`src/hw/rtl/rdvl_pkg.sv`:
```
// rdvl_pkg: shared types and constants of the record deframer.
// Used by rdvl_front, rdvl_queue, rdvl_back and the top level.
// No dependencies.
`default_nettype none
package rdvl_pkg;

	localparam int unsigned MAX_LENGTH_BYTES_DEF = 4;
	localparam int unsigned QUEUE_DEPTH          = 4;
	localparam int unsigned LEN_W                = 28;

	localparam logic [7:0] START_MARKER_RST  = 8'd2;
	localparam logic [7:0] END_MARKER_RST    = 8'd3;
	localparam logic [7:0] MAX_TYPE_RST      = 8'd6;
	localparam logic [7:0] FALLBACK_TYPE_RST = 8'd5;

	localparam logic [1:0] REG_START_MARKER  = 2'd0;
	localparam logic [1:0] REG_END_MARKER    = 2'd1;
	localparam logic [1:0] REG_MAX_TYPE      = 2'd2;
	localparam logic [1:0] REG_FALLBACK_TYPE = 2'd3;

	localparam logic KIND_DATA   = 1'b0;
	localparam logic KIND_STATUS = 1'b1;

	localparam logic [1:0] ST_OK       = 2'd0;
	localparam logic [1:0] ST_NO_END   = 2'd1;
	localparam logic [1:0] ST_TOO_LONG = 2'd2;

	typedef struct packed {
		logic [7:0] start_marker;
		logic [7:0] end_marker;
		logic [7:0] max_type;
		logic [7:0] fallback_type;
	} cfg_t;

	typedef struct packed {
		logic             kind;
		logic [7:0]       data;
		logic [7:0]       rtype;
		logic [7:0]       reply;
		logic [7:0]       flags;
		logic [LEN_W-1:0] length;
		logic [1:0]       status;
	} entry_t;

endpackage
`default_nettype wire

```
`src/hw/rtl/record_deframer_varint_length.sv`:
```
// record_deframer_varint_length: top level; configuration registers,
// parser front, entry queue and output stage.
// Depends on rdvl_pkg, rdvl_front, rdvl_queue, rdvl_back.
//
//  channel | handshake              | payload
//  --------+------------------------+-----------------------------------------
//  in      | in_valid / in_stall    | rx_byte
//  out     | out_valid / out_stall  | kind data_byte record_type mapped_type
//          |                        | reply_line flag_bits payload_length
//          |                        | status last
//  cfg     | cfg_we                 | cfg_index cfg_data
//
// One input byte per cycle sustained while the queue is not full; each result
// goes into a queue slot, then the output register. The four-entry queue
// decouples the sides: in_stall rises only when it is full. Reset clears
// the parser state, the queue pointers and the registers to their defaults.
`default_nettype none
module record_deframer_varint_length #(
	parameter int unsigned MAX_LENGTH_BYTES = rdvl_pkg::MAX_LENGTH_BYTES_DEF
) (
	input  wire logic        clk,
	input  wire logic        arst_n,
	input  wire logic        in_valid,
	output logic             in_stall,
	input  wire logic [7:0]  rx_byte,
	output logic             out_valid,
	input  wire logic        out_stall,
	output logic             kind,
	output logic [7:0]       data_byte,
	output logic [7:0]       record_type,
	output logic [7:0]       mapped_type,
	output logic [7:0]       reply_line,
	output logic [7:0]       flag_bits,
	output logic [27:0]      payload_length,
	output logic [1:0]       status,
	output logic             last,
	input  wire logic        cfg_we,
	input  wire logic [1:0]  cfg_index,
	input  wire logic [7:0]  cfg_data
);

	rdvl_pkg::cfg_t   cfg_q;
	rdvl_pkg::entry_t push_entry;
	rdvl_pkg::entry_t head;
	logic             push;
	logic             pop;
	logic             full;
	logic             not_empty;
	logic             beat;

	assign in_stall = full;
	assign beat     = in_valid && !full;

	always_ff @(posedge clk or negedge arst_n) begin
		if (!arst_n) begin
			cfg_q.start_marker  <= rdvl_pkg::START_MARKER_RST;
			cfg_q.end_marker    <= rdvl_pkg::END_MARKER_RST;
			cfg_q.max_type      <= rdvl_pkg::MAX_TYPE_RST;
			cfg_q.fallback_type <= rdvl_pkg::FALLBACK_TYPE_RST;
		end else if (cfg_we) begin
			unique case (cfg_index)
				rdvl_pkg::REG_START_MARKER:  cfg_q.start_marker  <= cfg_data;
				rdvl_pkg::REG_END_MARKER:    cfg_q.end_marker    <= cfg_data;
				rdvl_pkg::REG_MAX_TYPE:      cfg_q.max_type      <= cfg_data;
				rdvl_pkg::REG_FALLBACK_TYPE: cfg_q.fallback_type <= cfg_data;
				default: cfg_q <= cfg_q;
			endcase
		end
	end

	rdvl_front #(
		.MAX_LENGTH_BYTES(MAX_LENGTH_BYTES)
	) u_front (
		.clk        (clk),
		.arst_n     (arst_n),
		.beat       (beat),
		.rx_byte    (rx_byte),
		.cfg        (cfg_q),
		.push       (push),
		.push_entry (push_entry)
	);

	rdvl_queue u_queue (
		.clk        (clk),
		.arst_n     (arst_n),
		.push       (push),
		.push_entry (push_entry),
		.pop        (pop),
		.full       (full),
		.not_empty  (not_empty),
		.head       (head)
	);

	rdvl_back u_back (
		.clk            (clk),
		.arst_n         (arst_n),
		.cfg            (cfg_q),
		.q_valid        (not_empty),
		.head           (head),
		.pop            (pop),
		.out_valid      (out_valid),
		.out_stall      (out_stall),
		.kind           (kind),
		.data_byte      (data_byte),
		.record_type    (record_type),
		.mapped_type    (mapped_type),
		.reply_line     (reply_line),
		.flag_bits      (flag_bits),
		.payload_length (payload_length),
		.status         (status),
		.last           (last)
	);

endmodule
`default_nettype wire

```
`src/hw/rtl/rdvl_front.sv`:
```
// rdvl_front: byte parser; hunts for records, gathers header and length,
// and pushes data and status entries into the queue.
// Depends on rdvl_pkg.
`default_nettype none
module rdvl_front #(
	parameter int unsigned MAX_LENGTH_BYTES = rdvl_pkg::MAX_LENGTH_BYTES_DEF
) (
	input  wire logic          clk,
	input  wire logic          arst_n,
	input  wire logic          beat,
	input  wire logic [7:0]    rx_byte,
	input  wire rdvl_pkg::cfg_t cfg,
	output logic               push,
	output rdvl_pkg::entry_t   push_entry
);

	typedef enum logic [2:0] {
		HUNT, TYPE_B, REPLY_B, UNUSED_B, FLAGS_B, LENGTH_B, PAYLOAD_B, END_B
	} phase_t;

	phase_t                       phase_q;
	logic [7:0]                   type_q;
	logic [7:0]                   reply_q;
	logic [7:0]                   flags_q;
	logic [rdvl_pkg::LEN_W-1:0]   accum_q;
	logic [2:0]                   idx_q;
	logic [rdvl_pkg::LEN_W-1:0]   left_q;

	logic [5:0]                   shamt;
	logic [63:0]                  part_wide;
	logic [rdvl_pkg::LEN_W-1:0]   accum_nx;
	logic [2:0]                   idx_nx;
	logic                         too_long;
	logic [rdvl_pkg::LEN_W-1:0]   left_nx;

	assign shamt     = {idx_q, 3'b000} - {3'b000, idx_q};
	assign part_wide = 64'(rx_byte[6:0]) << shamt;
	assign accum_nx  = accum_q + part_wide[rdvl_pkg::LEN_W-1:0];
	assign idx_nx    = idx_q + 3'd1;
	assign too_long  = (idx_nx == 3'd0) || ({1'b0, idx_nx} >= 4'(MAX_LENGTH_BYTES));
	assign left_nx   = left_q - rdvl_pkg::LEN_W'(1);

	always_ff @(posedge clk or negedge arst_n) begin
		if (!arst_n) begin
			phase_q <= HUNT;
			type_q  <= '0;
			reply_q <= '0;
			flags_q <= '0;
			accum_q <= '0;
			idx_q   <= '0;
			left_q  <= '0;
		end else if (beat) begin
			unique case (phase_q)
				HUNT: begin
					if (rx_byte == cfg.start_marker) phase_q <= TYPE_B;
				end
				TYPE_B: begin
					type_q  <= rx_byte;
					phase_q <= REPLY_B;
				end
				REPLY_B: begin
					reply_q <= rx_byte;
					phase_q <= UNUSED_B;
				end
				UNUSED_B: phase_q <= FLAGS_B;
				FLAGS_B: begin
					flags_q <= rx_byte;
					accum_q <= '0;
					idx_q   <= '0;
					phase_q <= LENGTH_B;
				end
				LENGTH_B: begin
					accum_q <= accum_nx;
					idx_q   <= idx_nx;
					if (rx_byte[7]) begin
						if (too_long) phase_q <= HUNT;
					end else begin
						left_q  <= accum_nx;
						phase_q <= (accum_nx == '0) ? END_B : PAYLOAD_B;
					end
				end
				PAYLOAD_B: begin
					left_q <= left_nx;
					if (left_nx == '0) phase_q <= END_B;
				end
				END_B: phase_q <= HUNT;
				default: phase_q <= HUNT;
			endcase
		end
	end

	always_comb begin
		push                = 1'b0;
		push_entry.kind     = rdvl_pkg::KIND_STATUS;
		push_entry.data     = rx_byte;
		push_entry.rtype    = type_q;
		push_entry.reply    = reply_q;
		push_entry.flags    = flags_q;
		push_entry.length   = accum_q;
		push_entry.status   = rdvl_pkg::ST_OK;
		unique case (phase_q)
			LENGTH_B: begin
				push              = beat && rx_byte[7] && too_long;
				push_entry.length = accum_nx;
				push_entry.status = rdvl_pkg::ST_TOO_LONG;
			end
			PAYLOAD_B: begin
				push            = beat;
				push_entry.kind = rdvl_pkg::KIND_DATA;
			end
			END_B: begin
				push              = beat;
				push_entry.status = (rx_byte == cfg.end_marker) ?
					rdvl_pkg::ST_OK : rdvl_pkg::ST_NO_END;
			end
			default: push = 1'b0;
		endcase
	end

endmodule
`default_nettype wire

```
`src/hw/rtl/rdvl_queue.sv`:
```
// rdvl_queue: short queue of parsed entries between parser and output.
// Depends on rdvl_pkg.
`default_nettype none
module rdvl_queue (
	input  wire logic             clk,
	input  wire logic             arst_n,
	input  wire logic             push,
	input  wire rdvl_pkg::entry_t push_entry,
	input  wire logic             pop,
	output logic                  full,
	output logic                  not_empty,
	output rdvl_pkg::entry_t      head
);

	localparam int unsigned PTR_W = $clog2(rdvl_pkg::QUEUE_DEPTH);
	localparam int unsigned CNT_W = $clog2(rdvl_pkg::QUEUE_DEPTH + 1);

	rdvl_pkg::entry_t   slot_q [rdvl_pkg::QUEUE_DEPTH];
	logic [PTR_W-1:0]   wr_q;
	logic [PTR_W-1:0]   rd_q;
	logic [CNT_W-1:0]   cnt_q;

	assign full      = (cnt_q == CNT_W'(rdvl_pkg::QUEUE_DEPTH));
	assign not_empty = (cnt_q != '0);
	assign head      = slot_q[rd_q];

	always_ff @(posedge clk) begin
		if (push) slot_q[wr_q] <= push_entry;
	end

	always_ff @(posedge clk or negedge arst_n) begin
		if (!arst_n) begin
			wr_q  <= '0;
			rd_q  <= '0;
			cnt_q <= '0;
		end else begin
			if (push) wr_q <= (wr_q == PTR_W'(rdvl_pkg::QUEUE_DEPTH - 1)) ? '0 : wr_q + PTR_W'(1);
			if (pop)  rd_q <= (rd_q == PTR_W'(rdvl_pkg::QUEUE_DEPTH - 1)) ? '0 : rd_q + PTR_W'(1);
			if (push && !pop)      cnt_q <= cnt_q + CNT_W'(1);
			else if (pop && !push) cnt_q <= cnt_q - CNT_W'(1);
		end
	end

	a_no_overflow: assert property (@(posedge clk) disable iff (!arst_n)
		push |-> (!full || pop))
		else $error("queue push while full");
	a_no_underflow: assert property (@(posedge clk) disable iff (!arst_n)
		pop |-> not_empty)
		else $error("queue pop while empty");

endmodule
`default_nettype wire

```
`src/hw/rtl/rdvl_back.sv`:
```
// rdvl_back: output stage; turns queue entries into result beats and
// applies the type remap.
// Depends on rdvl_pkg.
`default_nettype none
module rdvl_back (
	input  wire logic             clk,
	input  wire logic             arst_n,
	input  wire rdvl_pkg::cfg_t   cfg,
	input  wire logic             q_valid,
	input  wire rdvl_pkg::entry_t head,
	output logic                  pop,
	output logic                  out_valid,
	input  wire logic             out_stall,
	output logic                  kind,
	output logic [7:0]            data_byte,
	output logic [7:0]            record_type,
	output logic [7:0]            mapped_type,
	output logic [7:0]            reply_line,
	output logic [7:0]            flag_bits,
	output logic [rdvl_pkg::LEN_W-1:0] payload_length,
	output logic [1:0]            status,
	output logic                  last
);

	logic valid_q;
	logic is_stat;

	assign out_valid = valid_q;
	assign pop       = q_valid && (!valid_q || !out_stall);
	assign is_stat   = (head.kind == rdvl_pkg::KIND_STATUS);

	always_ff @(posedge clk or negedge arst_n) begin
		if (!arst_n) begin
			valid_q <= 1'b0;
		end else if (pop) begin
			valid_q <= 1'b1;
		end else if (!out_stall) begin
			valid_q <= 1'b0;
		end
	end

	always_ff @(posedge clk) begin
		if (pop) begin
			kind           <= head.kind;
			data_byte      <= is_stat ? 8'd0 : head.data;
			record_type    <= is_stat ? head.rtype : 8'd0;
			mapped_type    <= !is_stat ? 8'd0 :
				(head.rtype > cfg.max_type) ? cfg.fallback_type : head.rtype;
			reply_line     <= is_stat ? head.reply : 8'd0;
			flag_bits      <= is_stat ? head.flags : 8'd0;
			payload_length <= is_stat ? head.length : '0;
			status         <= is_stat ? head.status : rdvl_pkg::ST_OK;
			last           <= is_stat;
		end
	end

	a_last_on_status: assert property (@(posedge clk) disable iff (!arst_n)
		out_valid |-> (last == kind))
		else $error("last does not match kind");
	a_status_only_closing: assert property (@(posedge clk) disable iff (!arst_n)
		(out_valid && kind == rdvl_pkg::KIND_DATA) |-> (status == rdvl_pkg::ST_OK))
		else $error("status set on a data beat");

endmodule
`default_nettype wire
```
`config.mk`:
```
export PLATFORM = sky130hd
export DESIGN_NAME = record_deframer_varint_length
export DESIGN_NICKNAME = d
export VERILOG_FILES = /design/src/hw/rtl/rdvl_pkg.sv /design/src/hw/rtl/record_deframer_varint_length.sv /design/src/hw/rtl/rdvl_front.sv /design/src/hw/rtl/rdvl_queue.sv /design/src/hw/rtl/rdvl_back.sv
export SDC_FILE = /design/constraint.sdc
export NUM_CORES = 1
export LEC_CHECK = 0
export BUFFER_PORTS_ARGS = -buffer_cell sky130_fd_sc_hd__clkbuf_2
export CORE_MARGIN = 4
export CORE_UTILIZATION = 41
export DETAILED_ROUTE_END_ITERATION = 10
export GPL_TIMING_DRIVEN = 0
export SLEW_MARGIN = 30
export SYNTH_ARGS = -nofsm -noshare
export SYNTH_HDL_FRONTEND = slang
export SYNTH_SLANG_ARGS = --single-unit
```
`constraint.sdc`:
```
create_clock -name clk -period 10.1 [get_ports clk]
set_input_delay 0.505 -clock clk [delete_from_list [all_inputs] [get_ports clk]]
set_output_delay 0.505 -clock clk [all_outputs]
set_load 0.02 [all_outputs]
```
==> results of run 1 <==
## metal layers
| metal | vias up | track usage, % |
|---|---|---|
| li1 | 5918 | - |
| met1 | 6596 | 26.20 |
| met2 | 327 | 31.25 |
| met3 | 70 | 3.484 |
| met4 | 0 | 4.315 |
| met5 | - | 0 |
## final timing paths
kind,from,to,slack [ns]
setup / recovery,u_front.idx_q[0],u_front.phase_q[0],3.79
hold / removal,rx_byte[4],u_queue.slot_q[1][58],0.16
setup reg to reg,u_front.idx_q[0],u_front.phase_q[0],3.79
hold reg to reg,cfg_q[7],cfg_q[7],0.50
max in group asynchronous,arst_n,cfg_q[0],8.89
min in group asynchronous,arst_n,u_back.out_valid,0.29
## synth_stat cells (19+ instances only)
cell	number
clkbuf_1	58
mux2_2	61
xor2_1	37
ha_1	46
o21ai_0	91
nand3_1	23
xnor2_1	19
inv_1	29
mux4_2	62
nand2_1	142
and2_1	68
dfrtp_1	119
a21oi_1	59
edfxtp_1	323
nor2_1	87
## cell type report
class                           count  area [um^2]  area share (%)
Timing Repair Buffer              104        676.9           2.859
Sequential cell                   449        12860           54.33
Inverter                           30        115.1          0.4863
Multi-Input combinational cell    936         7263           30.68
Clock inverter                     30        340.3           1.438
Tap cell                          664        830.8           3.510
Buffer                             79        347.8           1.469
Clock buffer                       58         1237           5.227
## placed cells by master (no fill, tap or decap), types with 11 or more instances in the layout
| master | netlist | layout |
|---|---|---|
| edfxtp_1 | 323 | 323 |
| nand2_1 | 142 | 142 |
| dfrtp_1 | 119 | 119 |
| clkbuf_2 | 0 | 99 |
| o21ai_0 | 91 | 91 |
| nor2_1 | 87 | 87 |
| clkbuf_1 | 58 | 66 |
| and2_1 | 68 | 64 |
| mux4_2 | 62 | 62 |
| mux2_2 | 61 | 61 |
| a21oi_1 | 59 | 59 |
| clkbuf_16 | 0 | 47 |
| ha_1 | 46 | 46 |
| xor2_1 | 37 | 37 |
| inv_1 | 29 | 28 |
| nand3_1 | 23 | 23 |
| xnor2_1 | 19 | 19 |
| o31ai_1 | 17 | 17 |
| nor3_1 | 17 | 17 |
| a21o_1 | 15 | 15 |
| mux2i_1 | 14 | 14 |
| nand4_1 | 11 | 11 |
| and3_1 | 11 | 11 |
## worst max-delay path, stage by stage, from the launching register on
cell and delay, ns:
dfrtp_1 0.42, clkbuf_1 0.39, clkinv_1 0.36, ha_1 0.47, buf_1 0.42, mux2i_1 0.18
nand2_1 0.11, o21ai_0 0.34, o22a_1 0.30, nor2_1 0.17, ha_1 0.26, clkbuf_1 0.19
and3_1 0.20, a221oi_1 0.58, o211ai_1 0.16, nand3_1 0.14, a41oi_1 0.16, xnor2_1 0.61
nand4_1 0.20, nor4b_2 0.40, a31o_1 0.20
## stage by stage
step	area (um^2)	util, %	hold slack [ns]	worst slack (ns)	std cells
2_1_floorplan	20540	-	0.2094	5.481	1494
3_3_place_gp	21850	44.37	0.4850	3.930	2254
3_5_place_dp	22080	44.82	0.3214	4.017	2261
4_1_cts	23660	48.04	0.1239	3.960	2350
5_1_grt	23670	48.06	0.1388	3.431	2350
6_report	23670	48.06	0.1583	3.792	2350
## sequential cells by signal (all words and copies together), names as in the netlist
signal	flops
u_front.idx_q	3
u_back.data_byte	8
u_queue.wr_q	2
u_front.reply_q	8
u_back.status	2
u_front.phase_q	3
u_front.accum_q	28
u_queue.cnt_q	3
u_back.last	1
u_front.flags_q	8
cfg_q	32
u_queue.slot_q	252
u_queue.rd_q	2
u_back.payload_length	28
u_back.record_type	8
u_back.mapped_type	8
u_front.left_q	28
u_back.reply_line	8
u_front.type_q	8
u_back.out_valid	1
u_back.flag_bits	8
## kinds of logic after synthesis
family / share of synthesized area (%)
AOI/OAI and AO/OA: 8.167
xor gates and xnor gates: 2.387
adders and majority gates: 2.997
buffers and inverters: 2.217
DFF: 62.60
muxes: 10.90
and+or+nand+nor: 10.73
## where the power goes
group | total [mW] | internal [mW] | switching, mW
combinational | 2.33 | 0.889 | 1.44
clock | 1.77 | 1.03 | 0.736
sequential | 2.78 | 2.55 | 0.227
total | 6.87 | 4.47 | 2.40
==> results.toml, run 1 <==
[job]
drv_cap = 0

[yosys]
synth_seq_cells = 449
synth_area_leaders = "edfxtp_1, dfrtp_1, mux4_2"
synth_edf_count = 323
synth-async-reset-ratio_pct = 28.06
yosys.area.top_type = "edfxtp_1"
syn_inst = 1494
avgSynthCellArea_um2 = 13.75
synth_top_area_share_pct = 47.21
ys_types = 89
synth_ff_type = "edfxtp_1"
synth_warnings = 0
synth-seq-area-share_pct = 62.60
synth_area_um2 = 20540
synthesis.nets = 1565

[sta]
drv_slew = 0
post-route-period-util_pct = 62.46
hold_viol = 0
setup_violations = 0
slew_headroom_pct = 36.93
max_clock_freq_mhz = 158.5
fin_setup_tns_ns = 0
worst_slew_pin_slew_ns = 0.9361
grt_setup_unrepaired = "no"
fin_crit_ns = 6.308
finalClockSkew_ns = 0.01496

[worst_setup_path]
cp.arrival_ns = 6.83
critical_path_class = "reg2reg"
start_kind = "flip-flop"
rr_worst_depth = 20
cp-end-kind = "flip-flop"
worstPathRequired_ns = 10.62
critPathMaxFanout = 10

[die]
die_h_um = 231.8
io_pins = 97
row_count = 81
coreArea_um2 = 49250
dieArea_um2 = 53750
start_util_pct = 41.71
die_x_um = 231.8

[clock_network]
cts.sinks = 449
clk_latency_ns = 0.58
clockBufferDepth = 3
cts_resized = 0
cts.htree.levels = 2
clkTransAtPathRegs_ns = 0.06
ctsHoldBuffers = 1
cts_buffers = 47
postCtsSetupRepairBufs = 0
cts_root_buffer = "clkbuf_16"
cts_tree = "yes"

[detailed_routing]
top_layer = "met4"
via_per_inst = 5.494
dr_wl_met2_mm = 24.21
drc = 0
dr.pass1.iters = 5
drtAntennaViolNets = 0
drt-initial-drc-count = 1032
m1WireLength_mm = 22.58
detail_route.wl_per_cell_um = 21.43
wl_met3_mm = 2.559
wl_mm = 50.37
dr_total_vias = 12911

[min_path]
min_path_cells = 1
hold_class = "in2reg"

[grt]
grt_max_degree = 71
grt_pass1_vias = 12916
grt_pass1_wl_mm = 78.20
grt_antenna_before_repair = 1
grtUsageTotal_pct = 18.88
grt_overflow = 0

[final_layout]
layout.nets = 1718
syn_to_final_growth_pct = 15.23
layout-drive-gt1-share_pct = 21.17
fillers = 4364
antenna_cells = 0

[pwr]
p_total_mw = 6.870
peakVddDrop_v = 0.0001384
power_density_nw_per_um2 = 290.2
leakagePower_nw = 8.835

[run_status]
outcome = "complete, no violations"

[placement]
gp_congestion = 0.9395
io_buffers = 96
hpwl_mm = 34.83
Note: power is estimated with default switching activity, not from simulation.
==> run 2, diff against run 1 <==
- ABC_AREA: not set -> 1
- clock period: 10.1 -> 5.5 ns (I/O delays scaled with it)
==> results.toml, run 2 <==
[grt]
grt_pass1_vias = 16042
grt_max_degree = 77
grtUsageTotal_pct = 20.95
grt_antenna_before_repair = 0
grt_overflow = 0
grt_pass1_wl_mm = 91.94

[placement]
gp_congestion = 0.9489
hpwl_mm = 44.50
io_buffers = 96
pre_cts_ws_ns = 1.022
place_area_um2 = 23240

[final_layout]
layout_common_cells = "nand2_1, edfxtp_1, nor2_1"
largest_reg_flops = 252
antenna_cells = 0
layout.nets = 2536
post-route-util_pct = 48.16
syn_to_final_growth_pct = 15.68
stdcell_area_um2 = 24810
largest_register = "u_queue.slot_q"
fillers = 4834
layout-drive-gt1-share_pct = 9.353
top_regs = "u_queue.slot_q x252, cfg_q x32"
final_common_cell = "nand2_1"

[sta]
slew_headroom_pct = 37.69
max_clock_freq_mhz = 221.2
grt_setup_unrepaired = "no"
post-route-period-util_pct = 82.21
fin_crit_ns = 4.522
finalClockSkew_ns = 0.02003
fin_hold_ws_ns = 0.04205
drv_slew = 0
hold_viol = 0
setup_violations = 0
setup_ws_ns = 0.9784
worst_slew_pin_slew_ns = 0.9347

[detailed_routing]
via_per_inst = 5.243
detail_route.wl_per_cell_um = 18.82
drtAntennaViolNets = 0
dr_total_vias = 16683
drc = 0
drt-initial-drc-count = 1283
dr.pass1.iters = 5
wl_mm = 59.88

[yosys]
synth_top_area_share_pct = 45.23
ys_types = 47
synth_area_leaders = "edfxtp_1, dfrtp_1, nand2_1"
synth_ff_type = "edfxtp_1"
synth_common_cells = "nand2_1, edfxtp_1, nor2_1"
post-synth-top-count-cell = "nand2_1"
avgSynthCellArea_um2 = 9.327
synth_seq_cells = 449
syn_inst = 2299
synth_edf_count = 323
synth_warnings = 0
yosys.area.top_type = "edfxtp_1"
synthesis.nets = 2370
synth-async-reset-ratio_pct = 28.06
synth-seq-area-share_pct = 59.98
synth_area_um2 = 21440

[clock_network]
postCtsSetupRepairBufs = 0
clk_latency_ns = 0.59
cts_tree = "yes"
cts.htree.levels = 2
clockBufferDepth = 3
cts.sinks = 449
cts_buffers = 47
clkTransAtPathRegs_ns = 0.06
cts_root_buffer = "clkbuf_16"

[worst_setup_path]
cp-end-kind = "flip-flop"
rr_worst_depth = 24
start_kind = "flip-flop"
rr_startpoint = "u_front.idx_q[0]"
rrSetupSlack_ns = 0.98
cp.arrival_ns = 5.04
r2r_end = "u_front.phase_q[0]"
critPathMaxFanout = 10
critical_path_class = "reg2reg"
worstPathRequired_ns = 6.01

[min_path]
min_path_cells = 3
min_to = "cfg_q[14]"
min-delay-start = "cfg_data[6]"
hold_class = "in2reg"

[die]
start_util_pct = 41.63
io_pins = 97
row_count = 83
die_x_um = 236.7
die_h_um = 236.7
dieArea_um2 = 56020
coreArea_um2 = 51510

[job]
drv_cap = 0

[pwr]
peakVddDrop_v = 0.0002885
power_density_nw_per_um2 = 589.0
p_total_mw = 14.61
leakagePower_nw = 10.62

[run_status]
outcome = "complete, no violations"
run 2: cell types whose count changed after synthesis, moves of 67 or more:
cell	delta
and2_1	-67
inv_1	+219
nand2_1	+407
nor2_1	+206
o21ai_0	+166
o22ai_1	+74
run 2: report_power, final:
group	total, mW	switching, mW	internal [mW]
clock network	3.13	1.31	1.82
registers	5.03	0.400	4.63
logic	6.45	4.63	1.82
run 2: what timing repair did:
item	in CTS	in global routing
resized for setup	0	0
hold endpoints to repair	56	0
hold buffers	5	0
run 2: logic make-up after synthesis:
logic type | count (synthesis) | share of synthesized area [%]
buffers and inverters | 347 | 6.185
and+or+nand+nor | 993 | 18.81
DFF | 449 | 59.98
xor gates and xnor gates | 22 | 0.8986
adders and majority gates | 48 | 2.871
AOI/OAI and AO/OA | 439 | 11.21
muxes | 1 | 0.05251
run 2: layout make-up:
cell class / instances / area, um^2 / share of cell area, %
inverters: 259 / 977.2 / 3.939
clock inverters: 22 / 250.2 / 1.009
well taps: 680 / 850.8 / 3.430
flip-flops and latches: 449 / 12860 / 51.85
clock buffers: 64 / 1270 / 5.120
repair buffers: 117 / 959.7 / 3.869
plain buffers: 88 / 351.6 / 1.417
multi-input cells: 1503 / 7286 / 29.37
run 2: worst max-delay path: stages, from the launching register on:
cell	delay (ns)
dfrtp_1	0.39
buf_2	0.21
inv_4	0.08
ha_1	0.23
inv_1	0.06
nand2_1	0.04
nand2_1	0.10
inv_1	0.06
clkbuf_1	0.22
or2_2	0.35
nor3_1	0.42
ha_1	0.38
a21oi_1	0.36
nand2_1	0.12
a21oi_1	0.24
nor2_1	0.07
nor2_1	0.16
nand2_1	0.08
nand2_1	0.08
nand2_1	0.15
nor2_1	0.13
nand3_1	0.10
nor2_1	0.25
nor2_1	0.06
nor2_1	0.10
run 2: worst max path at each step:
stage,start,endpoint,slack [ns],depth (start not counted)
after detailed placement,u_front.idx_q[0],u_front.phase_q[0],1.02,25
after global placement,u_front.phase_q[1],u_queue.slot_q[0][13],-1.57,8
after global routing,u_front.idx_q[0],u_front.phase_q[0],0.68,25
final,u_front.idx_q[0],u_front.phase_q[0],0.98,24
after CTS,u_front.idx_q[0],u_front.phase_q[0],0.99,25
after floorplan,u_front.idx_q[1],u_queue.slot_q[0][0],1.08,7
run 2: through the flow:
step                instances  TNS (ns)
floorplan                2299         0
global placement         3075   -380.38
detailed placement       3091         0
CTS                      3182         0
global route             3182         0
finish                   3182         0
run 2: metal layers:
metal	routed length, um	up-vias	global-route usage (%)
met5	0	-	0
met4	1425	0	5.786
met3	2753	78	2.201
met2	28980	454	35.34
met1	26720	8086	29.03
li1	-	8065	-
==> run 3, diff against run 2 <==
- clock period: 5.5 -> 4.1 ns (I/O delays scaled with it)
==> results.toml, run 3 (same netlist as run 2, synthesis figures left out) <==
[detailed_routing]
dr.pass1.iters = 6
drt-initial-drc-count = 1313
via_per_inst = 5.261
detail_route.wl_per_cell_um = 18.92
drc = 0
dr_total_vias = 16788
wl_mm = 60.38
drtAntennaViolNets = 0

[min_path]
hold_class = "in2reg"

[grt]
grt_pass1_vias = 16152
grt_antenna_before_repair = 0
grt_overflow = 0
grtUsageTotal_pct = 21.03
grt_pass1_wl_mm = 92.38
grt_max_degree = 77

[sta]
worst_slew_pin_slew_ns = 0.9466
finalClockSkew_ns = 0.01719
max_clock_freq_mhz = 256.9
hold_viol = 0
drv_slew = 0
setup_violations = 0
fin_hold_ws_ns = 0.03296
setup_ws_ns = 0.2078
slew_headroom_pct = 36.90
fin_crit_ns = 3.892
post-route-period-util_pct = 94.93

[worst_setup_path]
cp-end-kind = "flip-flop"
path_cells = "buf_6, inv_4, ha_1, nand2_1, nand2_2, inv_1, clkbuf_4, or2_2, o21ai_0, o21ai_2, nor2_2, ha_4, nand2_1, nand2_1, a21oi_2, nand4_1, a21oi_1, o21bai_1"
max_stage_delay_ns = 0.41
cp_num_buf_inv = 4
start_kind = "flip-flop"
critical_path_class = "reg2reg"
cpLargestDelayFamily = "compound AO/OA/AOI/OAI gates"
critPathMaxFanout = 10
crit_top_cell = "nand2_1"
worstPathRequired_ns = 4.38
cp.arrival_ns = 4.18
cp_slowest_cell = "a21oi_1"

[final_layout]
largest_register = "u_queue.slot_q"
final_common_cell = "nand2_1"
largest_reg_flops = 252
layout-drive-gt1-share_pct = 11.43
syn_to_final_growth_pct = 17.08
layout.nets = 2545
antenna_cells = 0
top_regs = "u_queue.slot_q x252, cfg_q x32"
layout_common_cells = "nand2_1, edfxtp_1, nor2_1"
finalNonFillerCells = 3191
stdcell_area_um2 = 25110
fillers = 4816

[pwr]
power_density_nw_per_um2 = 793.8
leakagePower_nw = 10.73
peakVddDrop_v = 0.0003893

[die]
start_util_pct = 41.63
dieArea_um2 = 56020
row_count = 83
die_h_um = 236.7
coreArea_um2 = 51510
io_pins = 97
die_x_um = 236.7

[clock_network]
cts_tree = "yes"
clk_latency_ns = 0.59
clkTransAtPathRegs_ns = 0.06
clockBufferDepth = 3
cts.sinks = 449
cts_root_buffer = "clkbuf_16"
cts.htree.levels = 2
cts_buffers = 47

[placement]
pre_cts_ws_ns = -0.3781
hpwl_mm = 44.50
io_buffers = 96
place_inst = 3091
gp_congestion = 0.9489
place_area_um2 = 23240

[run_status]
outcome = "complete, no violations"

[job]
drv_cap = 0
==> run 3: cell count changes in the layout (fill, tap and decap cells not counted), sizes merged <==
cell         before  now
dlygate4sd3       5   11
buf              36   40
clkbuf          228  227
==> run 3: stage by stage <==
stage / TNS [ns] / total power, mW / util [%]
finish: 0 / 19.93 / 48.74
floorplan: -79.71 / 12.39 / -
detailed placement: -6.116 / 15.47 / 45.11
global route: -0.03122 / 21.23 / 48.74
global placement: -739.27 / 15.29 / 44.21
CTS: 0 / 19.80 / 48.39
==> run 3: worst paths after layout <==
path / from / cells past startpoint / slack, ns / endpoint
setup reg to reg: u_front.idx_q[0] / 18 / 0.21 / u_queue.slot_q[1][13]
min in group asynchronous: arst_n / 2 / 0.14 / u_queue.cnt_q[1]
max in group asynchronous: arst_n / 3 / 3.20 / u_front.accum_q[18]
setup / recovery: u_front.idx_q[0] / 18 / 0.21 / u_queue.slot_q[1][13]
hold / removal: rx_byte[3] / 1 / 0.03 / u_queue.slot_q[0][57]
hold reg to reg: cfg_q[4] / 2 / 0.48 / cfg_q[4]
==> run 3: layer usage <==
| layer | up-vias | wire, um | global-route usage, % | part of all wire, % |
|---|---|---|---|---|
| met2 | 442 | 29310 | 35.51 | 49 |
| met1 | 8189 | 26730 | 29.10 | 44 |
| met4 | 0 | 1470 | 5.892 | 2.4 |
| li1 | 8074 | - | - | - |
| met5 | - | 0 | 0 | 0 |
| met3 | 83 | 2867 | 2.201 | 4.7 |
==> run 3: area by class of cell <==
| type | instances | area (um^2) | area share (%) |
|---|---|---|---|
| multi-input combinational | 1503 | 7487 | 29.82 |
| sequential | 449 | 12860 | 51.23 |
| clock inverter | 22 | 250.2 | 0.9968 |
| timing repair buffer | 126 | 1042 | 4.152 |
| clock buffer | 64 | 1270 | 5.059 |
| buffer | 88 | 366.6 | 1.460 |
| tap | 680 | 850.8 | 3.389 |
| inverter | 259 | 977.2 | 3.892 |
==> run 3: where the power goes <==
part | internal, mW | switching, mW
Sequential | 6.21 | 0.534
Combinational | 2.60 | 6.39
Clock | 2.44 | 1.76
Total | 11.2 | 8.68
==> run 3: repair_timing <==
| item | in CTS | in global routing |
|---|---|---|
| pin swaps | 1 | 12 |
| endpoints found under the hold margin | 86 | 0 |
| endpoints found under the setup margin | 59 | 74 |
| setup buffers | 0 | 3 |
| resized for setup | 20 | 51 |
| hold buffers | 11 | 0 |
==> run 3: worst reg2reg max path, stage by stage, from the launching register on <==
cell and delay [ns]:
dfrtp_1 0.39, buf_6 0.14, inv_4 0.09, ha_1 0.20, nand2_1 0.08, nand2_2 0.10
inv_1 0.06, clkbuf_4 0.18, or2_2 0.34, o21ai_0 0.12, o21ai_2 0.12, nor2_2 0.18
ha_4 0.25, nand2_1 0.06, nand2_1 0.10, a21oi_2 0.24, nand4_1 0.15, a21oi_1 0.41
o21bai_1 0.38
